--- config.mk ---
export PLATFORM = sky130hd
export DESIGN_NAME = url_percent_codec
export DESIGN_NICKNAME = d
export VERILOG_FILES = /design/src/design/urlpc_pkg.sv /design/src/design/urlpc_front.sv /design/src/design/urlpc_queue.sv /design/src/design/urlpc_back.sv /design/src/design/url_percent_codec.sv
export VERILOG_INCLUDE_DIRS = /design/src /design/src/design
export SDC_FILE = /design/constraint.sdc
export NUM_CORES = 1
export LEC_CHECK = 0
export BUFFER_PORTS_ARGS = -buffer_cell sky130_fd_sc_hd__buf_4
export CORE_MARGIN = 4
export CORE_UTILIZATION = 55
export DETAILED_ROUTE_END_ITERATION = 7
export PLACE_DENSITY_LB_ADDON = 0.1
export SYNTH_ARGS = -nofsm -noshare
export SYNTH_HDL_FRONTEND = slang
export SYNTH_HIERARCHICAL = 1
export SYNTH_SLANG_ARGS = --single-unit
--- constraint.sdc ---
create_clock -name clk -period 5.15 [get_ports clk]
set_input_delay 1.03 -clock clk [delete_from_list [all_inputs] [get_ports clk]]
set_output_delay 1.03 -clock clk [all_outputs]
set_load 0.1 [all_outputs]
--- src/design/assert_macros.svh ---
// Assertion macros shared by the URL codec RTL.
// Simulation gets concurrent assertions; synthesis builds see empty bodies.
`ifndef ASSERT_MACROS_SVH
`define ASSERT_MACROS_SVH
`ifndef SYNTHESIS
// Checks that an expression holds at every clock edge outside reset.
`define URLPC_ASSERT_ALWAYS(lbl, clk, rst_n, expr, msg) \
  lbl: assert property (@(posedge clk) disable iff (!rst_n) (expr)) else $error(msg);
// Checks that a condition is followed by a consequence in the next cycle.
`define URLPC_ASSERT_NEXT(lbl, clk, rst_n, ante, cons, msg) \
  lbl: assert property (@(posedge clk) disable iff (!rst_n) (ante) |=> (cons)) \
    else $error(msg);
`else
`define URLPC_ASSERT_ALWAYS(lbl, clk, rst_n, expr, msg)
`define URLPC_ASSERT_NEXT(lbl, clk, rst_n, ante, cons, msg)
`endif
`endif

--- src/design/urlpc_pkg.sv ---
// Types, constants and character functions of the URL percent codec.
// Used by the front, queue, back and top-level modules; depends on nothing.
package urlpc_pkg;

  // Register map: word index of each register.
  localparam logic REG_DIRECTION = 1'b0;

  // Character constants.
  localparam logic [7:0] CHAR_PCT   = 8'h25;
  localparam logic [7:0] CHAR_PLUS  = 8'h2B;
  localparam logic [7:0] CHAR_MINUS = 8'h2D;
  localparam logic [7:0] CHAR_SPACE = 8'h20;

  // Kind of work handed from the front to the back.
  typedef enum logic [1:0] {
    CMD_SINGLE   = 2'd0,  // one byte as given
    CMD_HEX      = 2'd1,  // '%' and two upper-case hex digits of the byte
    CMD_PCT_THEN = 2'd2   // a literal '%' and then the byte
  } cmd_kind_t;

  // One queued word of work.
  typedef struct packed {
    cmd_kind_t  kind;
    logic [7:0] data;
    logic       last;
  } cmd_t;

  // Decoder escape progress.
  typedef enum logic [1:0] {
    ESC_NONE  = 2'd0,
    ESC_PCT   = 2'd1,
    ESC_FIRST = 2'd2
  } esc_phase_t;

  // Hex digit value; bit 4 flags a valid digit.
  function automatic logic [4:0] hex_value(input logic [7:0] c);
    logic [4:0] v;
    v = 5'd0;
    if (c >= 8'h30 && c <= 8'h39) begin
      v = {1'b1, c[3:0]};
    end else if ((c >= 8'h41 && c <= 8'h46) || (c >= 8'h61 && c <= 8'h66)) begin
      v = {1'b1, c[3:0] + 4'd9};
    end
    return v;
  endfunction

  // Upper-case hex character of a nibble.
  function automatic logic [7:0] hex_char(input logic [3:0] nib);
    logic [7:0] ch;
    if (nib < 4'd10) begin
      ch = {4'd0, nib} + 8'h30;
    end else begin
      ch = {4'd0, nib} + 8'h37;
    end
    return ch;
  endfunction

  // Bytes that pass the encoder unchanged.
  function automatic logic passes_plain(input logic [7:0] c);
    return (c >= 8'h30 && c <= 8'h39) || (c >= 8'h41 && c <= 8'h5A) ||
           (c >= 8'h61 && c <= 8'h7A) || c == 8'h2D || c == 8'h5F ||
           c == 8'h21 || c == 8'h27 || c == 8'h28 || c == 8'h29 ||
           c == 8'h2A || c == 8'h7E || c == 8'h2E;
  endfunction

  // Value of an escape from its two held bytes, as a base-16 parse gives it.
  function automatic logic [7:0] escape_value(input logic [7:0] a, input logic [7:0] b);
    logic [4:0] ha;
    logic [4:0] hb;
    logic [7:0] v;
    ha = hex_value(a);
    hb = hex_value(b);
    v  = 8'd0;
    if (ha[4]) begin
      v = hb[4] ? {ha[3:0], hb[3:0]} : {4'd0, ha[3:0]};
    end else if (hb[4]) begin
      if (a == CHAR_SPACE || (a >= 8'h09 && a <= 8'h0D) || a == CHAR_PLUS) begin
        v = {4'd0, hb[3:0]};
      end else if (a == CHAR_MINUS) begin
        v = 8'd0 - {4'd0, hb[3:0]};
      end
    end
    return v;
  endfunction

endpackage

--- src/design/urlpc_front.sv ---
// Front end of the URL codec: accepts input words, tracks escapes, queues work.
// Depends on urlpc_pkg.
module urlpc_front (
  input  logic            clk,
  input  logic            rst_n,
  input  logic            direction,
  input  logic            cfg_clear,
  input  logic            in_valid,
  output logic            in_ready,
  input  logic [7:0]      in_data_byte,
  input  logic            in_is_last,
  input  logic            q_full,
  output logic            push,
  output urlpc_pkg::cmd_t push_cmd
);
  import urlpc_pkg::*;

  esc_phase_t phase_r, phase_nxt;
  logic [7:0] first_r, first_nxt;
  logic       accept;
  logic [7:0] conv;

  assign in_ready = !q_full;
  assign accept   = in_valid && in_ready;
  assign conv     = (in_data_byte == CHAR_PLUS) ? CHAR_SPACE : in_data_byte;

  // Escape state register.
  always_ff @(posedge clk) begin
    if (!rst_n) begin
      phase_r <= ESC_NONE;
      first_r <= 8'd0;
    end else begin
      phase_r <= phase_nxt;
      first_r <= first_nxt;
    end
  end

  // Classify the accepted word and decide what the back end must emit.
  always_comb begin
    phase_nxt     = phase_r;
    first_nxt     = first_r;
    push          = 1'b0;
    push_cmd.kind = CMD_SINGLE;
    push_cmd.data = conv;
    push_cmd.last = in_is_last;
    if (cfg_clear) begin
      phase_nxt = ESC_NONE;
      first_nxt = 8'd0;
    end else if (accept) begin
      if (direction) begin
        push          = 1'b1;
        push_cmd.data = in_data_byte;
        push_cmd.kind = passes_plain(in_data_byte) ? CMD_SINGLE : CMD_HEX;
      end else begin
        unique case (phase_r)
          ESC_FIRST: begin
            push          = 1'b1;
            push_cmd.data = escape_value(first_r, in_data_byte);
            phase_nxt     = ESC_NONE;
            first_nxt     = 8'd0;
          end
          ESC_PCT: begin
            if (!in_is_last) begin
              first_nxt = in_data_byte;
              phase_nxt = ESC_FIRST;
            end else begin
              // A short escape: the '%' goes out literally before this byte.
              push          = 1'b1;
              push_cmd.kind = CMD_PCT_THEN;
              phase_nxt     = ESC_NONE;
            end
          end
          ESC_NONE: begin
            if (in_data_byte == CHAR_PCT && !in_is_last) begin
              phase_nxt = ESC_PCT;
            end else begin
              push = 1'b1;
            end
          end
          default: begin
            phase_nxt = ESC_NONE;
          end
        endcase
      end
      // The end of a string drops any escape state.
      if (in_is_last) begin
        phase_nxt = ESC_NONE;
        first_nxt = 8'd0;
      end
    end
  end

endmodule

--- src/design/urlpc_queue.sv ---
// Two-word queue between the front and back ends of the URL codec.
// Depends on urlpc_pkg.
module urlpc_queue (
  input  logic            clk,
  input  logic            rst_n,
  input  logic            push,
  input  urlpc_pkg::cmd_t push_cmd,
  input  logic            pop,
  output logic            full,
  output logic            head_valid,
  output urlpc_pkg::cmd_t head
);
  import urlpc_pkg::*;

  cmd_t       slot_r [2];
  logic       wp_r, wp_nxt;
  logic       rp_r, rp_nxt;
  logic [1:0] cnt_r, cnt_nxt;

  assign full       = (cnt_r == 2'd2);
  assign head_valid = (cnt_r != 2'd0);
  assign head       = slot_r[rp_r];

  // Pointer and fill count update.
  always_comb begin
    wp_nxt  = push ? ~wp_r : wp_r;
    rp_nxt  = pop ? ~rp_r : rp_r;
    cnt_nxt = cnt_r + {1'b0, push} - {1'b0, pop};
  end

  always_ff @(posedge clk) begin
    if (!rst_n) begin
      wp_r  <= 1'b0;
      rp_r  <= 1'b0;
      cnt_r <= 2'd0;
    end else begin
      wp_r  <= wp_nxt;
      rp_r  <= rp_nxt;
      cnt_r <= cnt_nxt;
    end
  end

  // Storage slots.
  always_ff @(posedge clk) begin
    if (push) begin
      slot_r[wp_r] <= push_cmd;
    end
  end

endmodule

--- src/design/urlpc_back.sv ---
// Back end of the URL codec: expands queued work into output words.
// Depends on urlpc_pkg.
module urlpc_back (
  input  logic            clk,
  input  logic            rst_n,
  input  logic            head_valid,
  input  urlpc_pkg::cmd_t head,
  output logic            pop,
  output logic            out_valid,
  input  logic            out_ready,
  output logic [7:0]      out_byte,
  output logic            out_last,
  output logic            out_run_end
);
  import urlpc_pkg::*;

  logic [1:0] sub_r, sub_nxt;
  logic       valid_r, valid_nxt;
  logic [7:0] byte_r;
  logic       last_r, run_end_r;
  logic       load;
  logic [7:0] cur_byte;
  logic       cur_final;

  assign load        = head_valid && (!valid_r || out_ready);
  assign pop         = load && cur_final;
  assign out_valid   = valid_r;
  assign out_byte    = byte_r;
  assign out_last    = last_r;
  assign out_run_end = run_end_r;

  // Pick the byte at the current position within the head word.
  always_comb begin
    cur_byte  = head.data;
    cur_final = 1'b1;
    unique case (head.kind)
      CMD_SINGLE: begin
        cur_byte  = head.data;
        cur_final = 1'b1;
      end
      CMD_HEX: begin
        cur_final = (sub_r == 2'd2);
        if (sub_r == 2'd0) begin
          cur_byte = CHAR_PCT;
        end else if (sub_r == 2'd1) begin
          cur_byte = hex_char(head.data[7:4]);
        end else begin
          cur_byte = hex_char(head.data[3:0]);
        end
      end
      CMD_PCT_THEN: begin
        cur_final = (sub_r == 2'd1);
        cur_byte  = (sub_r == 2'd0) ? CHAR_PCT : head.data;
      end
      default: begin
        cur_final = 1'b1;
      end
    endcase
  end

  // Position counter and output valid.
  always_comb begin
    sub_nxt   = sub_r;
    valid_nxt = valid_r;
    if (load) begin
      sub_nxt   = cur_final ? 2'd0 : sub_r + 2'd1;
      valid_nxt = 1'b1;
    end else if (out_ready) begin
      valid_nxt = 1'b0;
    end
  end

  always_ff @(posedge clk) begin
    if (!rst_n) begin
      sub_r   <= 2'd0;
      valid_r <= 1'b0;
    end else begin
      sub_r   <= sub_nxt;
      valid_r <= valid_nxt;
    end
  end

  // Output payload register.
  always_ff @(posedge clk) begin
    if (load) begin
      byte_r    <= cur_byte;
      last_r    <= cur_final && head.last;
      run_end_r <= cur_final;
    end
  end

endmodule

--- src/design/url_percent_codec.sv ---
// URL percent codec: accepts one input byte per cycle while the queue has room and
// emits one output byte per cycle while out_ready is high. Encoding gives one
// output word for a plain byte and three for an escaped one, which the single-byte
// output register sends in turn; decoding takes one word per cycle while the queue
// has room and gives at most two words per input. A two-word queue lets the input
// side keep accepting while output stalls, until the queue fills. Writing the
// direction register also discards any escape being collected. Top level; depends
// on urlpc_pkg, urlpc_front, urlpc_queue, urlpc_back and assert_macros.svh.
`include "assert_macros.svh"
module url_percent_codec (
  input  logic        clk,
  input  logic        rst_n,
  input  logic        psel,
  input  logic        penable,
  input  logic        pwrite,
  input  logic [2:0]  paddr,
  input  logic [31:0] pwdata,
  output logic [31:0] prdata,
  output logic        pready,
  input  logic        in_valid,
  output logic        in_ready,
  input  logic [7:0]  in_data_byte,
  input  logic        in_is_last,
  output logic        out_valid,
  input  logic        out_ready,
  output logic [7:0]  out_byte,
  output logic        out_last,
  output logic        out_run_end
);
  import urlpc_pkg::*;

  logic direction_r, direction_nxt;
  logic dir_wr;
  logic q_full, q_push, q_pop, q_head_valid;
  cmd_t q_push_cmd, q_head;

  // Configuration register access.
  assign pready = 1'b1;
  assign dir_wr = psel && penable && pwrite && (paddr[2] == REG_DIRECTION);
  assign prdata = (paddr[2] == REG_DIRECTION) ? {31'd0, direction_r} : 32'd0;

  always_comb begin
    direction_nxt = dir_wr ? pwdata[0] : direction_r;
  end

  always_ff @(posedge clk) begin
    if (!rst_n) begin
      direction_r <= 1'b0;
    end else begin
      direction_r <= direction_nxt;
    end
  end

  urlpc_front u_front (
    .clk          (clk),
    .rst_n        (rst_n),
    .direction    (direction_r),
    .cfg_clear    (dir_wr),
    .in_valid     (in_valid),
    .in_ready     (in_ready),
    .in_data_byte (in_data_byte),
    .in_is_last   (in_is_last),
    .q_full       (q_full),
    .push         (q_push),
    .push_cmd     (q_push_cmd)
  );

  urlpc_queue u_queue (
    .clk        (clk),
    .rst_n      (rst_n),
    .push       (q_push),
    .push_cmd   (q_push_cmd),
    .pop        (q_pop),
    .full       (q_full),
    .head_valid (q_head_valid),
    .head       (q_head)
  );

  urlpc_back u_back (
    .clk         (clk),
    .rst_n       (rst_n),
    .head_valid  (q_head_valid),
    .head        (q_head),
    .pop         (q_pop),
    .out_valid   (out_valid),
    .out_ready   (out_ready),
    .out_byte    (out_byte),
    .out_last    (out_last),
    .out_run_end (out_run_end)
  );

  // The end of a string always closes the run of its last input word.
  `URLPC_ASSERT_ALWAYS(a_last_ends_run, clk, rst_n, !(out_valid && out_last && !out_run_end), "out_last without out_run_end")
  // In decode mode only a literal '%' can be followed by more words of the same run.
  `URLPC_ASSERT_ALWAYS(a_dec_midrun_pct, clk, rst_n, !(out_valid && !out_run_end && !direction_r && out_byte != CHAR_PCT), "decode run continues after a non-percent word")
  // In encode mode a taken '%' is followed at once by another valid word of its run (its first hex digit).
  `URLPC_ASSERT_NEXT(a_enc_hex_follows, clk, rst_n, out_valid && out_ready && direction_r && !out_run_end && out_byte == CHAR_PCT, out_valid && !out_run_end, "encoded escape did not continue")

endmodule

==> out/summary.txt <==
status -> finished clean
GPL Wtd Cong -> 0.929
max_cap viols -> 0
Clock Sinks -> 51
Post-Syn Area -> 3590 um2
clk_lat worst skew -> 0.30 ns
CTS tree -> built
die area -> 7890 um2
ys async rst share -> 0%
max frequency -> 0.327 GHz
routed vias -> 2771
Setup TNS -> 0 ns
Power Density -> 440 nW/um2
compound-cell area share of the yosys netlist -> 16.1%
hold_sp -> u_front/first_r[7]$_SDFFE_PP0P_
worst reg2reg path depth -> 9
synthesized instance count -> 384
row cnt -> 29
fraction of the cycle the final worst path needs -> 59.4%
Root Buffer -> clkbuf_8
global-route wire length before repair -> 11700 um
Hold-fix buffers, CTS -> 0
Final HPWL DP -> 5490 um
ratio of cells with drive above 1 in the final layout -> 13.0%
Finished Core Util -> 59.5%
Core ar. -> 6350 um2
reg-to-reg endpoint -> u_queue/cnt_r[1]$_SDFF_PN0_
Crit Path Class -> in2reg
initial antenna violation count -> 0
number of remaining DRC errors -> 0
Initial Util -> 56.6%
mux share of post-synthesis cell area -> 5.40%
pin count of the biggest net entering global routing -> 16
Post-synth top flop -> edfxtp_1
Critical Path RT -> 5.28 ns
# diodes -> 0
routed vias/inst -> 5.73
Detail Route Antenna Nets -> 0
Routed WL per cell -> 15.0 um
simple-gate portion of the synthesized area -> 20.8%
crit path from -> in_data_byte[1]
critical path fanouts, max -> 10
synth warn -> 6
Die Span Y -> 88.8 um
final hold vios -> 0
Fin Clk Skew -> 0.00914 ns
Mean Syn Cell Area -> 9.35 um2
R2R Setup Slk -> 2.28 ns
vias in the first global route -> 2442
final net count -> 476
hold crit path type -> reg2reg
Post-synth EDFFs -> 32
setup bufs post-CTS -> 0
htree depth -> 2
Pleak -> 1.48 nW
Port Buf Inserts -> 30
WL final -> 7280 um
crit path DAT -> 3.19 ns
post-synthesis xor/xnor area fraction -> 1.60%
CTS Buffer Depth -> 2
final setup fails -> 0
critical path startpoint category -> primary input
Critical Path End -> u_queue/slot_r[0][8]$_DFFE_PP_
#FFs+latches synth -> 51
Adder-Cell Fraction of Synth Area -> 6.62%
RSZ-0062 raised after global routing -> no
min Tclk post-route -> 3.06 ns
largest family of logic cells by synthesized area -> simple AND/OR/NAND/NOR gates
Slew headroom -> 26.4%
share of the yosys chip area belonging to registers -> 37.4%
Max VDD drop -> 0.000727 V
Distinct cells, synth -> 76
Reg clk slew, reported paths -> 0.09 ns
Die Width -> 88.8 um
GRT Total Usage -> 19.1%
first-pass iteration count of the detailed router -> 4
CP endpoint kind -> register
pin slew with the least headroom to its limit -> 1.10 ns
Starting DRT DRC Count -> 188
Overflow after GRT -> 0
post_cts resized -> 0
total CTS buffers -> 5
IO Count -> 96
Slew Viols, Final -> 0
area grow syn2layout -> 5.26%
[layout by cell type, fill, tap and decap left out, types with 4 or more instances in the layout]
cell       n
a21oi_1   26
and2_1     7
buf_4     30
clkbuf_8   5
conb_1    32
dfxtp_1   19
edfxtp_1  32
ha_1      19
inv_1     25
mux2_1    10
mux2i_1    7
nand2_1   28
nand2b_1   9
nand3_1   15
nand4_1    4
nor2_1    21
nor2b_1    6
nor3_1     7
nor3b_1    4
o21ai_0   12
[stage by stage]
stage | cell area (um2) | power, mW | instances | worst slack [ns] | hold slack (ns)
2_1_floorplan | 3700 | 1.31 | 414 | 1.92 | 0.445
3_3_place_gp | 3690 | 1.43 | 476 | 1.84 | 0.460
3_5_place_dp | 3690 | 1.45 | 476 | 1.79 | 0.470
4_1_cts | 3780 | 1.67 | 484 | 2.10 | 0.483
5_1_grt | 3780 | 1.75 | 484 | 1.91 | 0.531
6_report | 3780 | 1.66 | 484 | 2.09 | 0.486
[worst min-delay path by stage]
| stage | endpoint | cells past startpoint | slack [ns] |
|---|---|---|---|
| 2_1_floorplan | u_front/first_r[7]$_SDFFE_PP0P_ | 2 | 0.45 |
| 3_3_place_gp | u_front/first_r[7]$_SDFFE_PP0P_ | 2 | 0.46 |
| 3_5_place_dp | u_front/first_r[7]$_SDFFE_PP0P_ | 2 | 0.47 |
| 4_1_cts | u_front/first_r[7]$_SDFFE_PP0P_ | 2 | 0.48 |
| 5_1_grt | u_front/first_r[7]$_SDFFE_PP0P_ | 2 | 0.53 |
| 6_report | u_front/first_r[7]$_SDFFE_PP0P_ | 2 | 0.49 |
[Yosys cell counts, types with 3 or more instances]
cell type  instances  share of area [%]
a21boi_0           3               0.63
a21oi_1           26                3.6
a22o_1             3               0.73
a22oi_1            3               0.63
and2_1             7                1.2
and3_1             3               0.52
buf_4             35                7.3
clkbuf_1           4               0.42
dfxtp_1           19                 11
edfxtp_1          32                 27
ha_1              19                6.6
inv_1             25                2.6
mux2_1            10                3.1
mux2i_1            7                2.0
nand2_1           28                2.9
nand2b_1           9                1.6
nand3_1           15                2.1
nand4_1            4               0.70
nor2_1            21                2.2
nor2b_1            6                1.0
nor3_1             7               0.98
nor3b_1            4               0.84
nor4_1             3               0.52
o21a_1             3               0.63
o21ai_0           12                1.7
o21ai_1            3               0.42
o22a_1             3               0.73
o41ai_1            3               0.73
or4_1              3               0.63
[per-layer routing]
metal,vias up,global-route usage (%),share of wire [%]
li1,1366,-,-
met1,1327,27.0,47
met2,72,30.0,47
met3,6,3.45,5.3
met4,0,5.49,0.99
met5,-,0,0
[logic make-up after synthesis]
family,count (synthesis)
compound gates,86
xor+xnor,5
fa+ha+maj,19
buf+inv,71
flops,51
mux,18
other cells,2
simple gates,132
[final cells by class]
class                           count  area (um2)
Fill cell                         573        2570
Timing Repair Buffer               30         225
Clock buffer                        6        72.6
Clock inverter                      2        12.5
Inverter                           26        97.6
Multi-Input combinational cell    292        1930
Sequential cell                    51        1340
Tap cell                           77        96.3
[report_power, final]
| part | internal [mW] | total [mW] | switching [mW] |
|---|---|---|---|
| Clock | 0.0952 | 0.224 | 0.129 |
| Sequential | 0.534 | 0.569 | 0.0345 |
| Combinational | 0.219 | 0.870 | 0.652 |
| Total | 0.848 | 1.66 | 0.816 |
[flip-flops by register name (all words and copies together), names as in the netlist, named ones only]
name / count
u_queue/slot_r: 22
u_back/out_byte: 8
u_front/first_r: 8
u_back/sub_r: 2
u_front/phase_r: 2
u_queue/cnt_r: 2
direction_r: 1
u_back/out_last: 1
u_back/out_run_end: 1
u_back/out_valid: 1
u_queue/rp_r: 1
u_queue/wp_r: 1
[critical path, stage by stage]
cell,delay [ns]
buf_4,0.15
inv_1,0.11
ha_1,0.30
nor3b_2,0.10
nor4_2,0.34
a32oi_1,0.22
ha_1,0.27
a311o_1,0.28
nand2_1,0.14
a2bb2oi_1,0.24
No activity file was read; power rests on OpenSTA's default activity.
